### src/hdl/urfrm_pkg.sv
// shared item types, status codes and reply keywords for the receive fifo
package urfrm_pkg;

    localparam logic [1:0] ST_DONE  = 2'd0;
    localparam logic [1:0] ST_FULL  = 2'd1;
    localparam logic [1:0] ST_EMPTY = 2'd2;

    localparam logic KIND_PUSH = 1'b0;
    localparam logic KIND_POP  = 1'b1;

    localparam logic [15:0] KEY_OK      = 16'h4F4B;
    localparam logic [31:0] KEY_IPD     = 32'h2B49_5044;
    localparam logic [47:0] KEY_CLOSED  = 48'h434C_4F53_4544;
    localparam logic [55:0] KEY_SEND_OK = 56'h5345_4E44_204F_4B;

    typedef struct packed {
        logic       kind;
        logic [1:0] channel;
        logic [7:0] rx_byte;
    } t_in_item;

    typedef struct packed {
        logic [1:0] status;
        logic [7:0] read_byte;
        logic       saw_ok;
        logic       saw_closed;
        logic       saw_send_ok;
        logic       saw_ipd;
    } t_out_item;

    // what the matcher needs to know about the item in the result stage
    typedef struct packed {
        logic       pop_ok;
        logic [1:0] channel;
    } t_pop_info;

    typedef struct packed {
        logic saw_ok;
        logic saw_closed;
        logic saw_send_ok;
        logic saw_ipd;
    } t_match;

endpackage

### src/hdl/urfrm_ring.sv
// per-channel ring pointers and the shared byte memory
module urfrm_ring #(
    parameter int DEPTH    = 64,
    parameter int CHANNELS = 3
) (
    input  logic              i_clk,
    input  logic              i_rst_n,
    input  logic              i_fire,
    input  urfrm_pkg::t_in_item i_item,
    output logic [1:0]        o_status,
    output logic [7:0]        o_rd_data
);
    import urfrm_pkg::*;

    localparam int PW = $clog2(DEPTH);
    localparam int AW = $clog2(CHANNELS * DEPTH);
    localparam int CW = (CHANNELS > 1) ? $clog2(CHANNELS) : 1;
    localparam int XW = (CW > 2) ? CW : 2;

    logic [PW-1:0] r_rptr [CHANNELS];
    logic [PW-1:0] r_wptr [CHANNELS];
    logic [7:0]    r_mem  [CHANNELS*DEPTH];
    logic [7:0]    r_rd_data;

    logic [XW-1:0] ch_ext;
    logic [CW-1:0] ch_idx;
    logic          ch_ok;
    logic [PW-1:0] cur_r;
    logic [PW-1:0] cur_w;
    logic [PW-1:0] next_r;
    logic [PW-1:0] next_w;
    logic          push_ok;
    logic          pop_ok;
    logic [AW-1:0] addr;

    always_comb begin
        ch_ext  = XW'(i_item.channel);
        ch_idx  = ch_ext[CW-1:0];
        ch_ok   = (int'(ch_ext) < CHANNELS);
        cur_r   = ch_ok ? r_rptr[ch_idx] : '0;
        cur_w   = ch_ok ? r_wptr[ch_idx] : '0;
        next_r  = (cur_r == PW'(DEPTH - 1)) ? '0 : cur_r + PW'(1);
        next_w  = (cur_w == PW'(DEPTH - 1)) ? '0 : cur_w + PW'(1);
        push_ok = ch_ok && (next_w != cur_r);
        pop_ok  = ch_ok && (cur_r != cur_w);
        if (i_item.kind == KIND_POP) begin
            o_status = pop_ok ? ST_DONE : ST_EMPTY;
            addr     = AW'(int'(ch_idx) * DEPTH + int'(cur_r));
        end else begin
            o_status = push_ok ? ST_DONE : ST_FULL;
            addr     = AW'(int'(ch_idx) * DEPTH + int'(cur_w));
        end
    end

    always_ff @(posedge i_clk) begin
        if (!i_rst_n) begin
            for (int c = 0; c < CHANNELS; c++) begin
                r_rptr[c] <= '0;
                r_wptr[c] <= '0;
            end
        end else if (i_fire) begin
            if (i_item.kind == KIND_POP && pop_ok) begin
                r_rptr[ch_idx] <= next_r;
            end
            if (i_item.kind == KIND_PUSH && push_ok) begin
                r_wptr[ch_idx] <= next_w;
            end
        end
    end

    // write on a successful push, and a registered read on every fired item; only a pop's read data is used
    always_ff @(posedge i_clk) begin
        if (i_fire && i_item.kind == KIND_PUSH && push_ok) begin
            r_mem[addr] <= i_item.rx_byte;
        end
        if (i_fire) begin
            r_rd_data <= r_mem[addr];
        end
    end

    assign o_rd_data = r_rd_data;

endmodule

### src/hdl/urfrm_match.sv
// per-channel history of popped bytes and the reply keyword compare
module urfrm_match #(
    parameter int CHANNELS = 3
) (
    input  logic                 i_clk,
    input  logic                 i_rst_n,
    input  logic                 i_retire,
    input  urfrm_pkg::t_pop_info i_pop,
    input  logic [7:0]           i_rd_data,
    output urfrm_pkg::t_match    o_match
);
    import urfrm_pkg::*;

    localparam int CW = (CHANNELS > 1) ? $clog2(CHANNELS) : 1;
    localparam int XW = (CW > 2) ? CW : 2;

    logic [55:0]   r_hist [CHANNELS];
    logic [XW-1:0] ch_ext;
    logic [CW-1:0] ch_idx;
    logic [55:0]   cur_hist;
    logic [55:0]   new_hist;

    always_comb begin
        ch_ext   = XW'(i_pop.channel);
        ch_idx   = ch_ext[CW-1:0];
        // pop_ok is only ever set for a channel that exists
        cur_hist = i_pop.pop_ok ? r_hist[ch_idx] : '0;
        new_hist = {cur_hist[47:0], i_rd_data};
        o_match.saw_ok      = i_pop.pop_ok && (new_hist[15:0] == KEY_OK);
        o_match.saw_ipd     = i_pop.pop_ok && (new_hist[31:0] == KEY_IPD);
        o_match.saw_closed  = i_pop.pop_ok && (new_hist[47:0] == KEY_CLOSED);
        o_match.saw_send_ok = i_pop.pop_ok && (new_hist == KEY_SEND_OK);
    end

    // history advances only when the popped item leaves the result stage
    always_ff @(posedge i_clk) begin
        if (!i_rst_n) begin
            for (int c = 0; c < CHANNELS; c++) begin
                r_hist[c] <= '0;
            end
        end else if (i_retire && i_pop.pop_ok) begin
            r_hist[ch_idx] <= new_hist;
        end
    end

endmodule

### src/hdl/uart_rx_fifo_with_reply_matcher.sv
// Multi-channel receive byte fifo with modem reply keyword detection.
// Input channel (i_in_valid / o_in_ready / i_in_item): each item either
// pushes rx_byte into the selected channel's ring or pops its oldest byte.
// Output channel (o_out_valid / i_out_ready / o_out_item): exactly one
// result item per input item, in order, carrying status, the popped byte
// and the OK, CLOSED, SEND OK and +IPD flags for the popped byte stream.
// Each ring holds DEPTH-1 bytes; a push to a full ring or a pop from an
// empty ring (or any access to a channel not present) leaves state alone
// and reports it in status.
// From input accept to result valid an item passes the input register,
// where pointers are checked and the ring memory is written or read,
// and the result stage, where the registered read data meets the
// per-channel history. Throughput is one item per cycle when not stalled.
// Reset clears all pointers and histories at once; the ring memory needs
// no clearing. When the receiver stalls, the result stage holds and the
// input register fills; o_in_ready drops only when both stages are full.
module uart_rx_fifo_with_reply_matcher #(
    parameter int DEPTH    = 64,
    parameter int CHANNELS = 3
) (
    input  logic                  i_clk,
    input  logic                  i_rst_n,
    input  logic                  i_in_valid,
    output logic                  o_in_ready,
    input  urfrm_pkg::t_in_item   i_in_item,
    output logic                  o_out_valid,
    input  logic                  i_out_ready,
    output urfrm_pkg::t_out_item  o_out_item
);
    import urfrm_pkg::*;

    logic       r_a_valid;
    t_in_item   r_a;
    logic       r_b_valid;
    logic [1:0] r_b_status;
    t_pop_info  r_b_pop;

    logic       advance;
    logic       fire;
    logic       retire;
    logic [1:0] a_status;
    logic [7:0] rd_data;
    t_match     match;

    assign advance    = !r_b_valid || i_out_ready;
    assign fire       = r_a_valid && advance;
    assign retire     = r_b_valid && i_out_ready;
    assign o_in_ready = !r_a_valid || advance;

    always_ff @(posedge i_clk) begin
        if (!i_rst_n) begin
            r_a_valid <= 1'b0;
            r_b_valid <= 1'b0;
        end else begin
            if (o_in_ready) begin
                r_a_valid <= i_in_valid;
            end
            if (advance) begin
                r_b_valid <= r_a_valid;
            end
        end
    end

    always_ff @(posedge i_clk) begin
        if (o_in_ready && i_in_valid) begin
            r_a <= i_in_item;
        end
        if (fire) begin
            r_b_status     <= a_status;
            r_b_pop.pop_ok <= (r_a.kind == KIND_POP) && (a_status == ST_DONE);
            r_b_pop.channel <= r_a.channel;
        end
    end

    urfrm_ring #(
        .DEPTH    (DEPTH),
        .CHANNELS (CHANNELS)
    ) u_ring (
        .i_clk     (i_clk),
        .i_rst_n   (i_rst_n),
        .i_fire    (fire),
        .i_item    (r_a),
        .o_status  (a_status),
        .o_rd_data (rd_data)
    );

    urfrm_match #(
        .CHANNELS (CHANNELS)
    ) u_match (
        .i_clk     (i_clk),
        .i_rst_n   (i_rst_n),
        .i_retire  (retire),
        .i_pop     (r_b_pop),
        .i_rd_data (rd_data),
        .o_match   (match)
    );

    assign o_out_valid            = r_b_valid;
    assign o_out_item.status      = r_b_status;
    assign o_out_item.read_byte   = r_b_pop.pop_ok ? rd_data : 8'd0;
    assign o_out_item.saw_ok      = match.saw_ok;
    assign o_out_item.saw_closed  = match.saw_closed;
    assign o_out_item.saw_send_ok = match.saw_send_ok;
    assign o_out_item.saw_ipd     = match.saw_ipd;

endmodule

### config.mk
export PLATFORM = sky130hd
export DESIGN_NAME = uart_rx_fifo_with_reply_matcher
export DESIGN_NICKNAME = d
export VERILOG_FILES = /design/src/hdl/urfrm_pkg.sv /design/src/hdl/urfrm_ring.sv /design/src/hdl/urfrm_match.sv /design/src/hdl/uart_rx_fifo_with_reply_matcher.sv
export SDC_FILE = /design/constraint.sdc
export NUM_CORES = 2
export LEC_CHECK = 0
export BUFFER_PORTS_ARGS = -buffer_cell sky130_fd_sc_hd__buf_2
export CAP_MARGIN = 20
export CORE_UTILIZATION = 37
export CTS_BUF_LIST = sky130_fd_sc_hd__clkbuf_2 sky130_fd_sc_hd__clkbuf_4 sky130_fd_sc_hd__clkbuf_8
export DETAILED_ROUTE_END_ITERATION = 16
export PLACE_DENSITY = 0.49
export SETUP_SLACK_MARGIN = 0.15
export SLEW_MARGIN = 10
export SYNTH_ARGS = -nofsm -noshare
export SYNTH_HDL_FRONTEND = slang
export SYNTH_SLANG_ARGS = --single-unit
### constraint.sdc
create_clock -name i_clk -period 4.4 [get_ports i_clk]
set_input_delay 0.88 -clock i_clk [delete_from_list [all_inputs] [get_ports i_clk]]
set_output_delay 0.88 -clock i_clk [all_outputs]
set_load 0.005 [all_outputs]
### After elaboration in Yosys (flattened, before gate mapping)

Memory sizes are Yosys's and may differ from the RTL's. A register that Yosys moved wholly into a read port is not among the register bits.
Cells that the tools add are included.

* add/subtract/negate cells: 4
* divide/modulo/power cells: 0
* equal/unequal tests: 8
* shift operators: 0
* $mul: 0
* mux-type cells: 36
* reductions and logical operators: 23
* bitwise gates (word level): 1
* order comparisons: 1

Operators with widths (count)
* 56-bit by 55-bit equality test with 1-bit output, second input constant: 1
* 56-bit 2-to-1 mux: 1
* 56-bit OR reduction: 1
* 48-bit by 47-bit equality test with 1-bit output, second input constant: 1
* 48-bit 2-to-1 mux: 1
* 6-bit 2-to-1 mux: 6
* 32-bit by 30-bit equality test with 1-bit output, second input constant: 1
* 1-bit 2-to-1 mux: 18
* 8-bit by 6-bit adder with 8-bit output: 2
* 16-bit by 15-bit equality test with 1-bit output, second input constant: 1
* 2-bit 2-to-1 mux: 8
* 8-bit 2-to-1 mux: 2
* 1-bit logical AND: 15
* 6-bit by 1-bit adder with 6-bit output, second input constant: 2
* 6-bit equality test, second input constant: 2
* 6-bit inequality test: 2
* 6-bit OR reduction: 2
* 1-bit logical NOT: 2
* 2-bit logical NOT: 1
* 1-bit logical OR: 2
* 2-bit < comparator, second input constant: 1
* 1-bit inverter: 1

* memories kept: 4
* RAM bits: 1740
* word-level logic and storage cells: 85
* bits of input ports: 15
* bits in latches: 0
* register bits after elaboration: 18
* output and inout bits: 16
* ROM bits: 0

Memory list
* u_ring.r_mem: depth 192, bits a word 8, rd ports 1, clocked after Yosys merged registers in 1, wr ports 1, RTL line urfrm_ring.sv:22 `logic [7:0] r_mem [CHANNELS*DEPTH];`
* u_match.r_hist: depth 3, bits a word 56, rd ports 1, clocked after Yosys merged registers in 1, wr ports 3, RTL line urfrm_match.sv:17 `logic [55:0] r_hist [CHANNELS];`
* u_ring.r_rptr: depth 3, bits a word 6, rd ports 1, clocked after Yosys merged registers in 1, wr ports 3, RTL line urfrm_ring.sv:20 `logic [PW-1:0] r_rptr [CHANNELS];`
* u_ring.r_wptr: depth 3, bits a word 6, rd ports 1, clocked after Yosys merged registers in 1, wr ports 3, RTL line urfrm_ring.sv:21 `logic [PW-1:0] r_wptr [CHANNELS];`

### Depth between registers and ports, before layout

* depth after elaboration: 13
* depth in mapped cells: 18

### By module

Synthesis repeated with hierarchy kept, for this count alone.

* cell total of the unflattened synthesis: 4240
* area total of the unflattened synthesis: 68786.0 sq um

By module, submodules not included
* urfrm_ring: area each 59844.9 sq um, cells an instance 3623, seq. area each 47445.5 sq um, times used 1
* urfrm_match: area each 8309.2 sq um, cells an instance 582, seq. area each 5765.5 sq um, times used 1
* uart_rx_fifo_with_reply_matcher: area each 631.9 sq um, cells an instance 35, seq. area each 520.5 sq um, times used 1

### Least setup slack after synthesis

No wires, ideal clock.

* path kind: register -> register
* start: register r_a[9] in the netlist's numbering
* end: memory u_ring.r_mem[44][0], enable pin
* buffers on the path: 4
* required time: 4017 ps
* slack: 368 ps
* library setup time: 383 ps
* stages on the path, launching flop included: 16
* clock period less this slack: 4032 ps
* data arrival time: 3648 ps
* path through: edfxtp_1 nand2_1 clkbuf_1 clkbuf_1 and2_1 ha_1 and3_1 o21ai_1 mux2i_1 a32oi_1 o41ai_1 or3_1 or2_1 clkbuf_1 buf_2 nor3_1

* cells in the longest elaborated chain, start to end: 9

RTL lines
* start, declared: RTL line uart_rx_fifo_with_reply_matcher.sv:33 `t_in_item r_a;`
* start signal, assigned: RTL line uart_rx_fifo_with_reply_matcher.sv:66 `r_a <= i_in_item;`
* 2-bit < comparator: RTL line urfrm_ring.sv:39 `ch_ok = (int'(ch_ext) < CHANNELS);`
* 6-bit 2-to-1 mux: RTL line urfrm_ring.sv:41 `cur_w = ch_ok ? r_wptr[ch_idx] : '0;`
* 6-bit by 1-bit adder with 6-bit output or 6-bit equality test (tied branches): RTL line urfrm_ring.sv:43 `next_w = (cur_w == PW'(DEPTH - 1)) ? '0 : cur_w + PW'(1);`
* 6-bit 2-to-1 mux: RTL line urfrm_ring.sv:43
* 6-bit inequality test: RTL line urfrm_ring.sv:44 `push_ok = ch_ok && (next_w != cur_r);`
* 1-bit logical AND: RTL line urfrm_ring.sv:44
* 1-bit logical AND: RTL line urfrm_ring.sv:73 `if (i_fire && i_item.kind == KIND_PUSH && push_ok) begin`
* 1-bit 2-to-1 mux: RTL line urfrm_ring.sv:73
* 1-bit 2-to-1 mux (not written as such): RTL line urfrm_ring.sv:74 `r_mem[addr] <= i_item.rx_byte;`
* end, declared: RTL line urfrm_ring.sv:22

Several ways; a longest one is shown, not always the timed one.

==> reports/qor.txt <==
post-route clock skew -> 90.80 ps
Leak -> 30.48 nW
worst vdd ir -> 0.0003476 V
total wire length -> 254,100 µm
clk slew on worst S/H paths -> 60 ps
max-cap violation count -> 0
DP HPWL -> 164,500 µm
WL per Instance -> 28.60 µm
most frequent cells in the layout -> edfxtp_1 (1,800), nand2_1 (1,174), buf_4 (479)
Cell Pwr Density -> 459.2 mW/mm²
Final Wtd Congestion -> 0.9108
RSZ-0062 raised after global routing -> true
failing checks -> negative setup slack
Fin. Hold Viols -> 0
Die W -> 447.7 µm
first-pass GRT wire length -> 359,000 µm
Via-to-Cell Ratio -> 5.535
largest net degree at the start of global routing -> 180
layout cells sized above 1 -> 20.54%
Syn. warnings -> 0
drt drc -> 0
crit-path max cell delay -> 670 ps
CP Capture Type -> output pin
synth top area cells -> edfxtp_1 (74%), nand2_1 (6.0%), nand3_1 (3.0%)
H-tree Lvls -> 5
Seq/Total Area, Yosys -> 73.72%
CTS Buffer Depth -> 4
Post-DRT Antenna Nets -> 0
vias in the first global route -> 47,680
Die Y -> 447.7 µm
Max-slew headroom -> 20.11%
Post-synth ARST share -> 0%
Worst EP arrival -> 3660 ps
Worst-Skew Late Latency -> 1070 ps
Iter 0 DRT Violations -> 5,739
Post-synth EDFFs -> 1,800
worst-margin pin slew -> 1198 ps
via count -> 49,160
crit path time final -> 4541 ps
Cells after DPL -> 8,284
top cell type's share of synthesized area -> 73.55%
CP bufs+invs -> 2
Req. time, crit path -> 3520 ps
commonest non-fill, non-tap cell in the layout -> edfxtp_1
CP Class -> flip-flop to output pin
worst path cell trace -> buf_6 > mux4_2 > or4b_2 > nor4_2 > nand4_1 > nor4b_4 > buf_2
crit path max-delay cell type -> or4b_2
Die Area -> 0.2004 mm²
Distinct cells, synth -> 84
total power -> 40.02 mW
Rows -> 163
Top delay family on crit path -> simple AND/OR/NAND/NOR gates
register bit total from synthesis -> 1,806
CTS root buf -> clkbuf_8
io pins -> 31
CTS tree -> done
outcome -> finished with violations
Setup-failing EPs final -> 3
worst-path maximum fanout -> 7
area delta synth->final -> 18.60%
starting density of the core -> 37.26%
fin nets -> 6,029
CTS Sinks -> 1,806
Top FF cell, synth -> edfxtp_1
Final Cycle Share -> 103.2%
Non-Filler Instances -> 8,883
Startpoint Class -> flip-flop
hold_ws -> 118.2 ps
hold crit path type -> input pin to flip-flop
Cells after Synth -> 5,418
Max Slew Vio Count -> 0
port bufs -> 30
Syn Area/Cell -> 13.56 µm²
PnR worst setup slack -> -141.2 ps
fmax -> 0.2202 GHz
Detailed Routing Iterations Pass 1 -> 8
Core Region -> 0.1972 mm²
Synth Cell Area -> 0.07349 mm²
grt ovf -> 0
initial antenna violation count -> 7
CTS buffer count -> 327
Tot GR Track Use -> 25.06%
cell taking the most area after synthesis -> edfxtp_1
Setup TNS -> -313.7 ps
==> area by class of cell <==
type                       count  area (µm²)
sequential                  1806       54180
inverter                      53       198.9
clock inverter               126       634.4
antenna                        2       5.005
fill                       18050      110100
timing repair buffer         596        5329
clock buffer                 432        5345
tap                         2640        3303
multi-input combinational   3228       18150
==> repair_timing <==
action,CTS,global route
setup endpoints to repair,836,898
hold buffers,11,0
pin swaps,6,5
endpoints found under the hold margin,11,0
setup buffers,13,14
gates cloned,0,1
resized for setup,81,74
==> layer usage <==
layer / up-vias / global-route usage [%] / wire [µm]
met5: - / 0 / 55
met4: 8 / 9.073 / 8876
met3: 453 / 4.946 / 19890
met2: 2254 / 38.36 / 115300
met1: 25100 / 35.34 / 109900
li1: 21350 / - / -
==> registers in the layout (all words and copies together), names as in the netlist, 2 cells and up, named ones only <==
name / count
u_ring.r_rptr: 24
u_ring.r_mem: 1536
u_ring.r_wptr: 24
r_b_pop: 3
r_a: 11
u_match.r_hist: 192
r_b_status: 2
u_ring.o_rd_data: 8
==> cell families after synthesis <==
kind of cell / synth area share, %
buffers and inverters: 2.462
AND/OR/NAND/NOR: 13.19
other: 0.005103
AO/OA/AOI/OAI: 5.995
XOR/XNOR: 0.1788
multiplexers: 4.415
adder cells (fa/ha/maj): 0.03405
flip-flops: 73.72
==> stage by stage <==
stage / worst slack [ps] / utilization [%] / cell area [µm²]
after global placement: -408.7 / 40.66 / 80190
after global routing: -375.3 / 44.19 / 87150
after CTS: -321.7 / 43.96 / 86700
after floorplan: 368.1 / - / 73530
final: -141.2 / 44.19 / 87150
after detailed placement: -385.9 / 40.66 / 80190
==> where the power goes <==
group / switching [mW] / total (mW) / internal (mW)
Combinational: 4.02 / 5.82 / 1.80
Clock: 7.00 / 15.1 / 8.08
Sequential: 0.0725 / 19.1 / 19.1
==> cells in the mapped netlist (5+ instances only) <==
master and number:
edfxtp_1 1800, nand2_1 1180, nand3_1 440, nor2_1 361
a21oi_1 300, mux2i_1 197, buf_2 180, clkbuf_1 106
a22oi_1 88, o22ai_1 63, and3_1 61, nor3_1 54
inv_1 53, mux4_2 50, a31oi_1 39, o21ai_0 37
buf_1 34, a211oi_1 32, and2_1 28, a21o_1 25
nand4_1 24, nor4_1 23, buf_4 17, a22o_1 15
nor3_2 15, mux2_2 13, a221oi_1 11, a311oi_1 11
a32oi_1 11, o211ai_1 10, o41ai_1 9, xor2_1 9
nor2b_1 7, or3_1 7, dfxtp_1 6, nor4b_1 6
or4_1 6, xnor2_1 6, buf_6 5, nor4bb_1 5
==> tightest hold or removal path, cell delays in order <==
cell and delay (ps):
buf_2 90, a21oi_1 40, nor2b_1 100
==> final timing paths <==
kind              cells past startpoint                   start                             to  slack (ps)
setup / recovery                      7               flip-flop                  o_out_item[1]        -140
hold reg to reg                       1  r_a_valid$_SDFFE_PN0N_       o_out_valid$_SDFFE_PN0P_         540
hold / removal                        3              i_in_valid         r_a_valid$_SDFFE_PN0N_         120
setup reg to reg                     14               flip-flop  u_ring.o_rd_data[7]$_DFFE_PP_         200
Power figures use the tool's default switching activity.
